[src/design/nsbm_pkg.sv]
// Package with the shared constants and types of the spare block mapper.
package nsbm_pkg;

   // Table geometry.
   localparam int TableDepth = 4096;
   localparam int AddrWidth  = $clog2(TableDepth);

   // Item operations.
   localparam logic OpScan   = 1'b0;
   localparam logic OpLookup = 1'b1;

   // Configuration register indexes.
   localparam logic CsrIdxBlockLog2 = 1'b0;
   localparam logic CsrIdxScanLimit = 1'b1;

   // Result status codes.
   localparam logic [2:0] StMapA       = 3'd0;
   localparam logic [2:0] StMapB       = 3'd1;
   localparam logic [2:0] StMapBDiff   = 3'd2;
   localparam logic [2:0] StBad        = 3'd3;
   localparam logic [2:0] StUnprog     = 3'd4;
   localparam logic [2:0] StIgnored    = 3'd5;
   localparam logic [2:0] StFound      = 3'd6;
   localparam logic [2:0] StUnmapped   = 3'd7;

   // Marker values.
   localparam logic [7:0]  ByteErased = 8'hFF;
   localparam logic [15:0] BlockNone  = 16'hFFFF;
   localparam logic [15:0] BlockBad   = 16'hFFFE;

   // Outcome of classifying one scan item.
   typedef struct packed {
      logic [2:0]  status;
      logic [15:0] logical;
      logic        map_en;
   } cls_type;

endpackage

[src/design/nsbm_classify.sv]
// Classifier that decodes the spare bytes of one scan item.
module nsbm_classify (
   input  logic [15:0]          phys_block,
   input  logic [7:0]           spare_b0,
   input  logic [7:0]           spare_b1,
   input  logic [7:0]           spare_b2,
   input  logic [7:0]           spare_b3,
   input  logic [7:0]           spare_b4,
   input  logic [7:0]           spare_b5,
   input  logic [3:0]           block_count_log2,
   input  logic [15:0]          scan_limit,
   output nsbm_pkg::cls_type    cls
);
   import nsbm_pkg::*;

   logic [15:0] mask;
   logic        ignored;
   logic        copy_diff;

   // Logical numbers are reduced modulo the block count by masking.
   assign mask      = ~(16'hFFFF << block_count_log2);
   assign ignored   = (phys_block == 16'd0) || (phys_block >= scan_limit);
   assign copy_diff = (spare_b4 != spare_b2) || (spare_b5 != spare_b3);

   // Rules in order of priority.
   always_comb begin
      cls.status  = StIgnored;
      cls.logical = BlockNone;
      cls.map_en  = 1'b0;
      if (ignored) begin
         cls.status = StIgnored;
      end else if (spare_b0 != ByteErased) begin
         cls.status  = StBad;
         cls.logical = BlockBad;
      end else if (spare_b1 != ByteErased) begin
         cls.status  = StMapA;
         cls.logical = {spare_b1, spare_b2} & mask;
         cls.map_en  = 1'b1;
      end else if (spare_b2 == ByteErased && spare_b3 == ByteErased) begin
         cls.status = StUnprog;
      end else begin
         cls.status  = copy_diff ? StMapBDiff : StMapB;
         cls.logical = {spare_b2, spare_b3} & mask;
         cls.map_en  = 1'b1;
      end
   end

endmodule

[config.mk]
export PLATFORM = sky130hd
export DESIGN_NAME = nsbm_classify
export DESIGN_NICKNAME = d
export VERILOG_FILES = /design/src/design/nsbm_pkg.sv /design/src/design/nsbm_classify.sv
export SDC_FILE = /design/constraint.sdc
export NUM_CORES = 1
export LEC_CHECK = 0
export ABC_AREA = 1
export BUFFER_PORTS_ARGS = -buffer_cell sky130_fd_sc_hd__buf_2
export CELL_PAD_IN_SITES_DETAIL_PLACEMENT = 1
export CELL_PAD_IN_SITES_GLOBAL_PLACEMENT = 1
export CORE_MARGIN = 2
export CORE_UTILIZATION = 25
export DETAILED_ROUTE_END_ITERATION = 8
export GPL_TIMING_DRIVEN = 0
export PLACE_DENSITY_LB_ADDON = 0.3
export SYNTH_ARGS = -nofsm -noshare
export SYNTH_HDL_FRONTEND = slang
export SYNTH_SLANG_ARGS = --single-unit
[constraint.sdc]
create_clock -name vclk -period 1.57
set_input_delay 0.0785 -clock vclk [all_inputs]
set_output_delay 0.0785 -clock vclk [all_outputs]
set_load 0.02 [all_outputs]
## Yosys cells after proc, flatten, opt, wreduce, memory -nomap -nowiden

Cells that the tools add are included.

| word-level totals | value |
|---|---|
| bits in latches | 0 |
| bits in writable memories | 0 |
| output and inout port bits | 20 |
| bits in read-only memories | 0 |
| bits of input ports | 84 |
| memories | 0 |
| register bits | 0 |

| cells by class | value |
|---|---|
| bitwise logic cells | 3 |
| $lt $le $gt $ge | 1 |
| multipliers | 0 |
| add/subtract/negate cells | 0 |
| equality and inequality tests | 6 |
| multiplexer cells | 8 |
| reductions and logical operators | 4 |
| shifts and indexed selects | 1 |
| divide/modulo/power cells | 0 |

Operator list:

| cell | count |
|---|---|
| 17-bit 2-to-1 mux | 2 |
| 16-bit bitwise AND | 2 |
| 20-bit 2-to-1 mux | 1 |
| 19-bit 2-to-1 mux | 1 |
| 8-bit equality test, second input constant | 2 |
| 16-bit >= comparator | 1 |
| 16-bit zero test | 1 |
| 8-bit != test | 2 |
| 8-bit != test, second input constant | 2 |
| 16-bit inverter | 1 |
| 16-bit by 4-bit left shift with 16-bit output, first input constant | 1 |
| 3-bit 2-to-1 mux | 2 |
| 1-bit logical OR | 2 |
| 2-bit 2-to-1 mux | 1 |
| 1-bit logical AND | 1 |
| 1-bit 2-to-1 mux | 1 |

## Depth between registers and ports, before layout

Gate-level depths: netlist (run 1).

| depth | value |
|---|---|
| depth in word-level cells | 7 |
| depth in mapped cells | 12 |
| gate-level depth less buffers | 12 |

## Worst setup path after synthesis (run 1)

No wires, ideal clock.

| timing | value |
|---|---|
| path kind | in2out |
| start | in scan_limit[15] |
| end | out cls[16] (netlist name) |
| arrival | 1.405 ns |
| required time | 1.492 ns |
| cell stages on the path | 9 |
| setup slack | 0.087 ns |
| path through | inv_1 -> ha_1 -> a21oi_1 -> o21a_1 -> nand3_1 -> inv_1 -> nand2_1 -> nor2_1 -> inv_1 |

RTL lines:

| element | line | source |
|---|---|---|
| from (decl) | nsbm_classify.sv:11 | `input logic [15:0] scan_limit,` |
| to (decl) | nsbm_classify.sv:12 | `output nsbm_pkg::cls_type cls` |

==> results of run 1 <==
[synth_stat cells]
cell type,n
a21oi_1,8
a21oi_4,1
buf_2,1
buf_4,1
buf_6,2
ha_1,16
inv_1,60
inv_2,2
nand2_1,103
nand2_2,1
nand2_4,1
nand3_1,17
nand3_2,1
nand3b_1,1
nand4_1,4
nor2_1,50
nor3_1,3
nor3_2,1
o211ai_1,7
o21a_1,2
o21ai_0,9
o21bai_1,1
[worst max-delay path: cells and delay by family]
kind	cells	cell delay, ps
and+or+nand+nor	2	210
AOI/OAI and AO/OA	3	460
adders and majority gates	1	240
buffers and inverters	3	450
[layout make-up]
cell class / count / area (sq um)
plain buffers: 4 / 38.8
fillers: 802 / 3140
multi-input cells: 226 / 1340
well taps: 72 / 90.1
repair buffers: 106 / 596
inverters: 62 / 235
[power by group]
group / internal, W / switching [W] / total [W]
Clock: 0 / 0 / 0
Combinational: 0.000243 / 0.000290 / 0.000533
Sequential: 0 / 0 / 0
[path summary, 6_finish.rpt]
check / startpoint / to / cells past startpoint
max: phys_block[13] / cls[6] / 9
min: spare_b1[3] / cls[12] / 4
[what timing repair did]
item | CTS | global route
cloned | 1 | 0
setup buffers | 1 | 0
endpoints found under the setup margin | 16 | 20
pin swaps | 2 | 16
resized for setup | 10 | 54
hold buffers | 0 | 0
[kinds of logic (layout without fill, tap and decap cells)]
logic type | after synthesis | after routing | share of synthesized area (%)
adder cells (fa/ha/maj) | 16 | 16 | 14.4
AO/OA/AOI/OAI | 28 | 28 | 12.7
buffers and inverters | 66 | 172 | 19.3
AND/OR/NAND/NOR | 182 | 182 | 53.6
[per-layer routing]
layer | track usage [%] | vias up
li1 | - | 1108
met1 | 18.0 | 968
met2 | 34.5 | 61
met3 | 1.15 | 6
met4 | 1.75 | 0
met5 | 0 | -
[through the flow]
stage | total power [W] | utilization, % | setup WS (ps) | cells | hold WS, ps
after floorplan | 0.000232 | - | 86.9 | 292 | 369
after global placement | 0.000418 | 36.8 | -168 | 468 | 593
after detailed placement | 0.000434 | 36.8 | -206 | 468 | 591
after CTS | 0.000467 | 38.1 | 12.8 | 470 | 591
after global routing | 0.000601 | 42.2 | -40.4 | 470 | 610
final | 0.000533 | 42.2 | 45.2 | 470 | 580
==> results.json, run 1 <==
{
  "layout-drive-gt1-share_pct": 39.2,
  "setup_viol": 0,
  "hpwl_um": 4710,
  "placedInstanceArea_sq_um": 2000,
  "syn-num-nets": 392,
  "cap_violations": 0,
  "path_cells": "buf_2, ha_4, a21oi_2, o21a_1, nand3_2, a21oi_4, buf_6, nand3_2, buf_6",
  "drt_iter0_drc": 24,
  "grt.total_usage_pct": 16.4,
  "power_density_nw_per_um2": 232,
  "finalCritPeriodShare_pct": 97.1,
  "slew_headroom_pct": 81.3,
  "grt_pass1_wl_um": 8580,
  "vias": 2143,
  "via_per_inst": 4.56,
  "ioPinCount": 104,
  "fmax_ghz": 0.656,
  "cp_max_fo": 7,
  "ys_seq_area_share_pct": 0,
  "gp_congestion": 0.795,
  "final.min_clock_period_ps": 1520,
  "synth_area_leaders": "nand2_1, inv_1, ha_1",
  "highest_layer": "met4",
  "drc": 0,
  "arrival_ps": 1450,
  "final_max_slew_viol_count": 0,
  "ir_worst_vdd_mv": 0.0670,
  "nets": 500,
  "grt-ovfl-total": 0,
  "start_util_pct": 25.5,
  "finalInstanceArea_sq_um": 2300,
  "end_kind": "output pin",
  "synth.cell_area_sq_um": 1390,
  "hold_viol": 0,
  "avgSynthCellArea_sq_um": 4.76,
  "seq_area_sq_um": 0,
  "clkbuf_count": 0,
  "crit_slowest_cell": "ha_4",
  "grt_max_degree": 11,
  "rows": 27,
  "n_antenna_cell": 0,
  "die-height_um": 78.5,
  "ant_nets": 0,
  "cpPeakStageDelay_ps": 240,
  "grt_antenna_before_repair": 0,
  "drtPass1Iterations": 4,
  "status": "complete, no violations",
  "hold_path.class": "in -> out",
  "synth_top_cell_by_area": "nand2_1",
  "path_class": "in -> out",
  "portBuffers": 104,
  "final_common_cell": "nand2_1",
  "syn_inst": 292,
  "wirelength_um": 5710,
  "p_leak_nw": 1.31,
  "yosysTopAreaCellShare_pct": 27.8,
  "core_sq_um": 5440,
  "tightestPinTransition_ps": 279,
  "met2_length_um": 3210,
  "cp.required_ps": 1490,
  "ys_warn_count": 0,
  "wl_met1_um": 2230,
  "syn2layout_area_growth_pct": 65.4,
  "grt_pass1_vias": 2070,
  "fin_tns_setup_ps": 0,
  "wl_met3_um": 224,
  "seq_cells": 0,
  "fp.dieW_um": 78.5,
  "startpoint_type": "input pin",
  "layout_common_cells": "nand2_1, buf_2, inv_1",
  "routedWlPerCell_um": 12.1,
  "dieArea_sq_um": 6170,
  "synth.distinct_cells": 22
}
No activity file was read; power rests on OpenSTA's default activity.
==> run 2: changes to the inputs <==
--- a/config.mk
+++ b/config.mk
@@ -13,7 +13,7 @@
 export CORE_UTILIZATION = 25
 export DETAILED_ROUTE_END_ITERATION = 8
 export GPL_TIMING_DRIVEN = 0
-export PLACE_DENSITY_LB_ADDON = 0.3
+export PLACE_DENSITY_LB_ADDON = 0.15
 export SYNTH_ARGS = -nofsm -noshare
 export SYNTH_HDL_FRONTEND = slang
 export SYNTH_SLANG_ARGS = --single-unit
==> run 2 against run 1 <==
Compared with the run above: cell count is the same; largest power group unchanged; combinational power rose by 4.9%; first-iteration DRC count shrank 50%; die area stayed put; critical path type unchanged; critical endpoint is now cls[3]; largest cell class unchanged; fmax rose by 2.2%.
==> results.json, run 2 (same netlist as run 1, synthesis figures left out) <==
{
  "grt_antenna_before_repair": 0,
  "ioPinCount": 104,
  "rows": 27,
  "ant_nets": 0,
  "layout-drive-gt1-share_pct": 39.7,
  "core_sq_um": 5440,
  "nets": 500,
  "syn2layout_area_growth_pct": 73.2,
  "path_class": "in -> out",
  "portBuffers": 104,
  "hold_path.class": "in -> out",
  "placedInstanceArea_sq_um": 2000,
  "ir_worst_vdd_mv": 0.0809,
  "rsz0062_at_grt": "yes",
  "seq_cells": 0,
  "vias": 2089,
  "fmax_ghz": 0.670,
  "setup_viol": 0,
  "min_from": "spare_b1[1]",
  "grt_pass1_wl_um": 8700,
  "gp_congestion": 0.809,
  "worstSetupEndpoint": "cls[3]",
  "hpwl_um": 4700,
  "grt-ovfl-total": 0,
  "startpoint_type": "input pin",
  "grt_max_degree": 11,
  "arrival_ps": 1410,
  "cp.required_ps": 1490,
  "status": "complete, no violations",
  "slew_headroom_pct": 81.6,
  "hold_viol": 0,
  "die-height_um": 78.5,
  "hold_slack_ps": 560,
  "p_leak_nw": 1.33,
  "fp.dieW_um": 78.5,
  "cap_violations": 0,
  "cts_hold_buf": 0,
  "via_per_inst": 4.44,
  "cp.depth": 12,
  "final.min_clock_period_ps": 1490,
  "clkbuf_count": 0,
  "layout_common_cells": "nand2_1, buf_2, inv_1",
  "drtPass1Iterations": 4,
  "crit_path_start": "scan_limit[7]",
  "power_density_nw_per_um2": 232,
  "final_max_slew_viol_count": 0,
  "drt_iter0_drc": 12,
  "path_buf_inv": 5,
  "crit_family": "buffers and inverters",
  "final_common_cell": "nand2_1",
  "routedWlPerCell_um": 11.8,
  "path_cells": "buf_6, inv_4, ha_4, nand2_2, inv_2, nor2_2, o21a_1, nand2_2, a21oi_4, buf_12, nand3_2, buf_6",
  "wirelength_um": 5550,
  "cp_max_fo": 7,
  "hold_path_depth": 4,
  "n_antenna_cell": 0,
  "end_kind": "output pin",
  "seq_area_sq_um": 0,
  "cpPeakStageDelay_ps": 200,
  "finalCritPeriodShare_pct": 95.1,
  "crit_slowest_cell": "a21oi_4",
  "dieArea_sq_um": 6170,
  "drc": 0,
  "grt_pass1_vias": 2060,
  "finalInstanceArea_sq_um": 2400,
  "grt.total_usage_pct": 16.7,
  "tightestPinTransition_ps": 274,
  "start_util_pct": 25.5
}
run 2: cell types whose count changed in the layout (fill, tap and decap cells not counted), moves of 3 or more:
cell	before	now
buf_2	96	89
nand3_2	7	4
buf_6	13	20
nand3_4	1	5
run 2: final cells by class:
cell class	count	area, sq um
plain buffers	4	38.8
fillers	792	3030
inverters	62	240
multi-input cells	226	1380
well taps	72	90.1
repair buffers	106	652
run 2: worst min-delay path by stage:
stage | slack (ps) | end
floorplan | 370 | cls[11]
global placement | 580 | cls[12]
detailed placement | 570 | cls[12]
CTS | 570 | cls[12]
global route | 590 | cls[12]
finish | 560 | cls[10]
run 2: layer usage:
metal,GRT usage [%],up-vias,share of wire [%]
met5,0,-,0
met4,0,0,0
met3,0.345,0,3.4
met2,35.6,50,56
met1,19.2,932,40
li1,-,1107,-
run 2: power breakdown:
part           internal [W]  switching, W
registers                 0             0
clock network             0             0
logic              0.000263      0.000296
run 2: metrics by stage:
stage / worst slack (ps) / cells / power [W] / setup TNS (ps) / util (%)
global placement: -181 / 468 / 0.000421 / -1470 / 36.8
CTS: -13.3 / 470 / 0.000457 / -55.1 / 37.8
finish: 77.5 / 470 / 0.000559 / 0 / 44.2
floorplan: 86.9 / 292 / 0.000232 / 0 / -
detailed placement: -217 / 468 / 0.000433 / -1910 / 36.8
global route: -20.7 / 470 / 0.000633 / -163 / 44.2
run 2: what timing repair did:
item,CTS,global route
gates cloned,1,0
gates resized for setup,10,73
pin swaps,2,21
setup endpoints to repair,16,19
endpoints found under the hold margin,0,0
setup buffers,1,0
==> run 3: changes to the inputs <==
--- a/config.mk
+++ b/config.mk
@@ -10,7 +10,7 @@
 export CELL_PAD_IN_SITES_DETAIL_PLACEMENT = 1
 export CELL_PAD_IN_SITES_GLOBAL_PLACEMENT = 1
 export CORE_MARGIN = 2
-export CORE_UTILIZATION = 25
+export CORE_UTILIZATION = 27
 export DETAILED_ROUTE_END_ITERATION = 8
 export GPL_TIMING_DRIVEN = 0
 export PLACE_DENSITY_LB_ADDON = 0.15
==> constraint.sdc (replaced) <==
create_clock -name vclk -period 1.8
set_input_delay 0.09 -clock vclk [all_inputs]
set_output_delay 0.09 -clock vclk [all_outputs]
set_load 0.02 [all_outputs]
==> run 3 against run 2 <==
Compared with the run above: design area shrank 17%; cell count shrank 0.64%; first-iteration DRC count grew 42%; critical path depth shrank 2; power shrank 33%; sequential cell count is the same; worst setup slack gained 110 ps; combinational power shrank 33%; critical endpoint is now cls[9].
==> results.json, run 3 (same netlist as run 1, synthesis figures left out) <==
{
  "path_class": "in -> out",
  "final_max_slew_viol_count": 0,
  "grt_pass1_vias": 2013,
  "portBuffers": 104,
  "drtPass1Iterations": 4,
  "hold_slack_ps": 605,
  "seq_area_sq_um": 0,
  "power_frac_comb_pct": 100.0,
  "arrival_ps": 1520,
  "fp.dieW_um": 75.7,
  "clkbuf_count": 0,
  "grt_pass1_wl_um": 8160,
  "ant_nets": 0,
  "grt_max_degree": 11,
  "vias": 2086,
  "cp.required_ps": 1710,
  "finalCritPeriodShare_pct": 89.7,
  "layout_common_cells": "buf_2, nand2_1, inv_1",
  "ir_worst_vdd_mv": 0.0569,
  "dpl_worst_slack_ps": -18.2,
  "n_antenna_cell": 0,
  "hold_path.class": "in -> out",
  "die-height_um": 75.7,
  "grt.total_usage_pct": 17.6,
  "gp_congestion": 0.815,
  "grt_antenna_before_repair": 0,
  "tightestPinTransition_ps": 296,
  "ioPinCount": 104,
  "rows": 26,
  "core_sq_um": 5040,
  "hold_viol": 0,
  "final.min_clock_period_ps": 1610,
  "nets": 499,
  "power.switching_w": 0.000207,
  "dieArea_sq_um": 5730,
  "drt_iter0_drc": 17,
  "cp_max_fo": 10,
  "layout-drive-gt1-share_pct": 29.2,
  "p_int_w": 0.000166,
  "end_kind": "output pin",
  "power_density_nw_per_um2": 186,
  "start_util_pct": 27.5,
  "startpoint_type": "input pin",
  "slew_headroom_pct": 80.2,
  "final_common_cell": "buf_2",
  "cap_violations": 0,
  "p_leak_nw": 1.27,
  "clkPwrFrac_pct": 0,
  "seq_cells": 0,
  "sequentialPowerShare_pct": 0,
  "fin_util_pct": 39.8,
  "fmax_ghz": 0.619,
  "via_per_inst": 4.47,
  "p_sw_share_pct": 55.6,
  "status": "complete, no violations",
  "worst_slack_ps": 185,
  "rsz0062_at_grt": "no",
  "routedWlPerCell_um": 10.7,
  "syn2layout_area_growth_pct": 44.3,
  "power.total_w": 0.000373,
  "grt-ovfl-total": 0,
  "cts_hold_buf": 0,
  "drc": 0,
  "hpwl_um": 4640,
  "wirelength_um": 5020,
  "setup_viol": 0
}
-- run 3: cell count changes in the layout (fill, tap and decap cells not counted), moves of 5 or more --
cell,change
buf_2,+16
buf_6,-18
ha_1,+12
ha_4,-12
inv_1,+11
inv_2,-8
nand3_1,+8
nand3_4,-5
-- run 3: power groups by stage --
stage | registers [W] | logic, W | clock network, W
finish | 0 | 0.000373 | 0
global route | 0 | 0.000436 | 0
CTS | 0 | 0.000382 | 0
detailed placement | 0 | 0.000375 | 0
global placement | 0 | 0.000365 | 0
floorplan | 0 | 0.000202 | 0
-- run 3: metrics by stage --
step / TNS (ps) / instances / cell area (sq um)
floorplan: 0 / 292 / 1390
global placement: 0 / 466 / 2000
detailed placement: -20.6 / 466 / 2000
CTS: 0 / 467 / 2000
global route: 0 / 467 / 2000
finish: 0 / 467 / 2000
-- run 3: final timing paths --
path	end	cells after the start	startpoint	slack, ps
min	cls[12]	4	spare_b1[3]	610
max	cls[9]	10	phys_block[11]	190
-- run 3: critical path: stages --
cell and delay [ps]:
buf_2 110, ha_1 300, a21oi_1 160, nand2_1 70, nand2_1 50, nand3_1 140, a21oi_4 150, buf_4 180
nand3_1 100, buf_2 170
-- run 3: layer usage --
| layer | share of wire, % | wire, um | GRT usage [%] |
|---|---|---|---|
| met1 | 43 | 2140 | 19.7 |
| met2 | 53 | 2640 | 37.0 |
| met3 | 4.1 | 204 | 1.06 |
| met4 | 0.56 | 28 | 0.975 |
| met5 | 0 | 0 | 0 |
-- run 3: area by class of cell --
cell class | count | area (sq um)
timing repair buffer | 105 | 528
buffer | 4 | 35.0
tap | 70 | 87.6
fill | 802 | 3040
multi-input combinational | 226 | 1120
inverter | 62 | 233
-- run 3: timing repair --
| action | 4_1_cts | 5_1_grt |
|---|---|---|
| endpoints found under the setup margin | 2 | 0 |
| endpoints found under the hold margin | 0 | 0 |
| setup buffers | 1 | 0 |
| resized for setup | 0 | 0 |
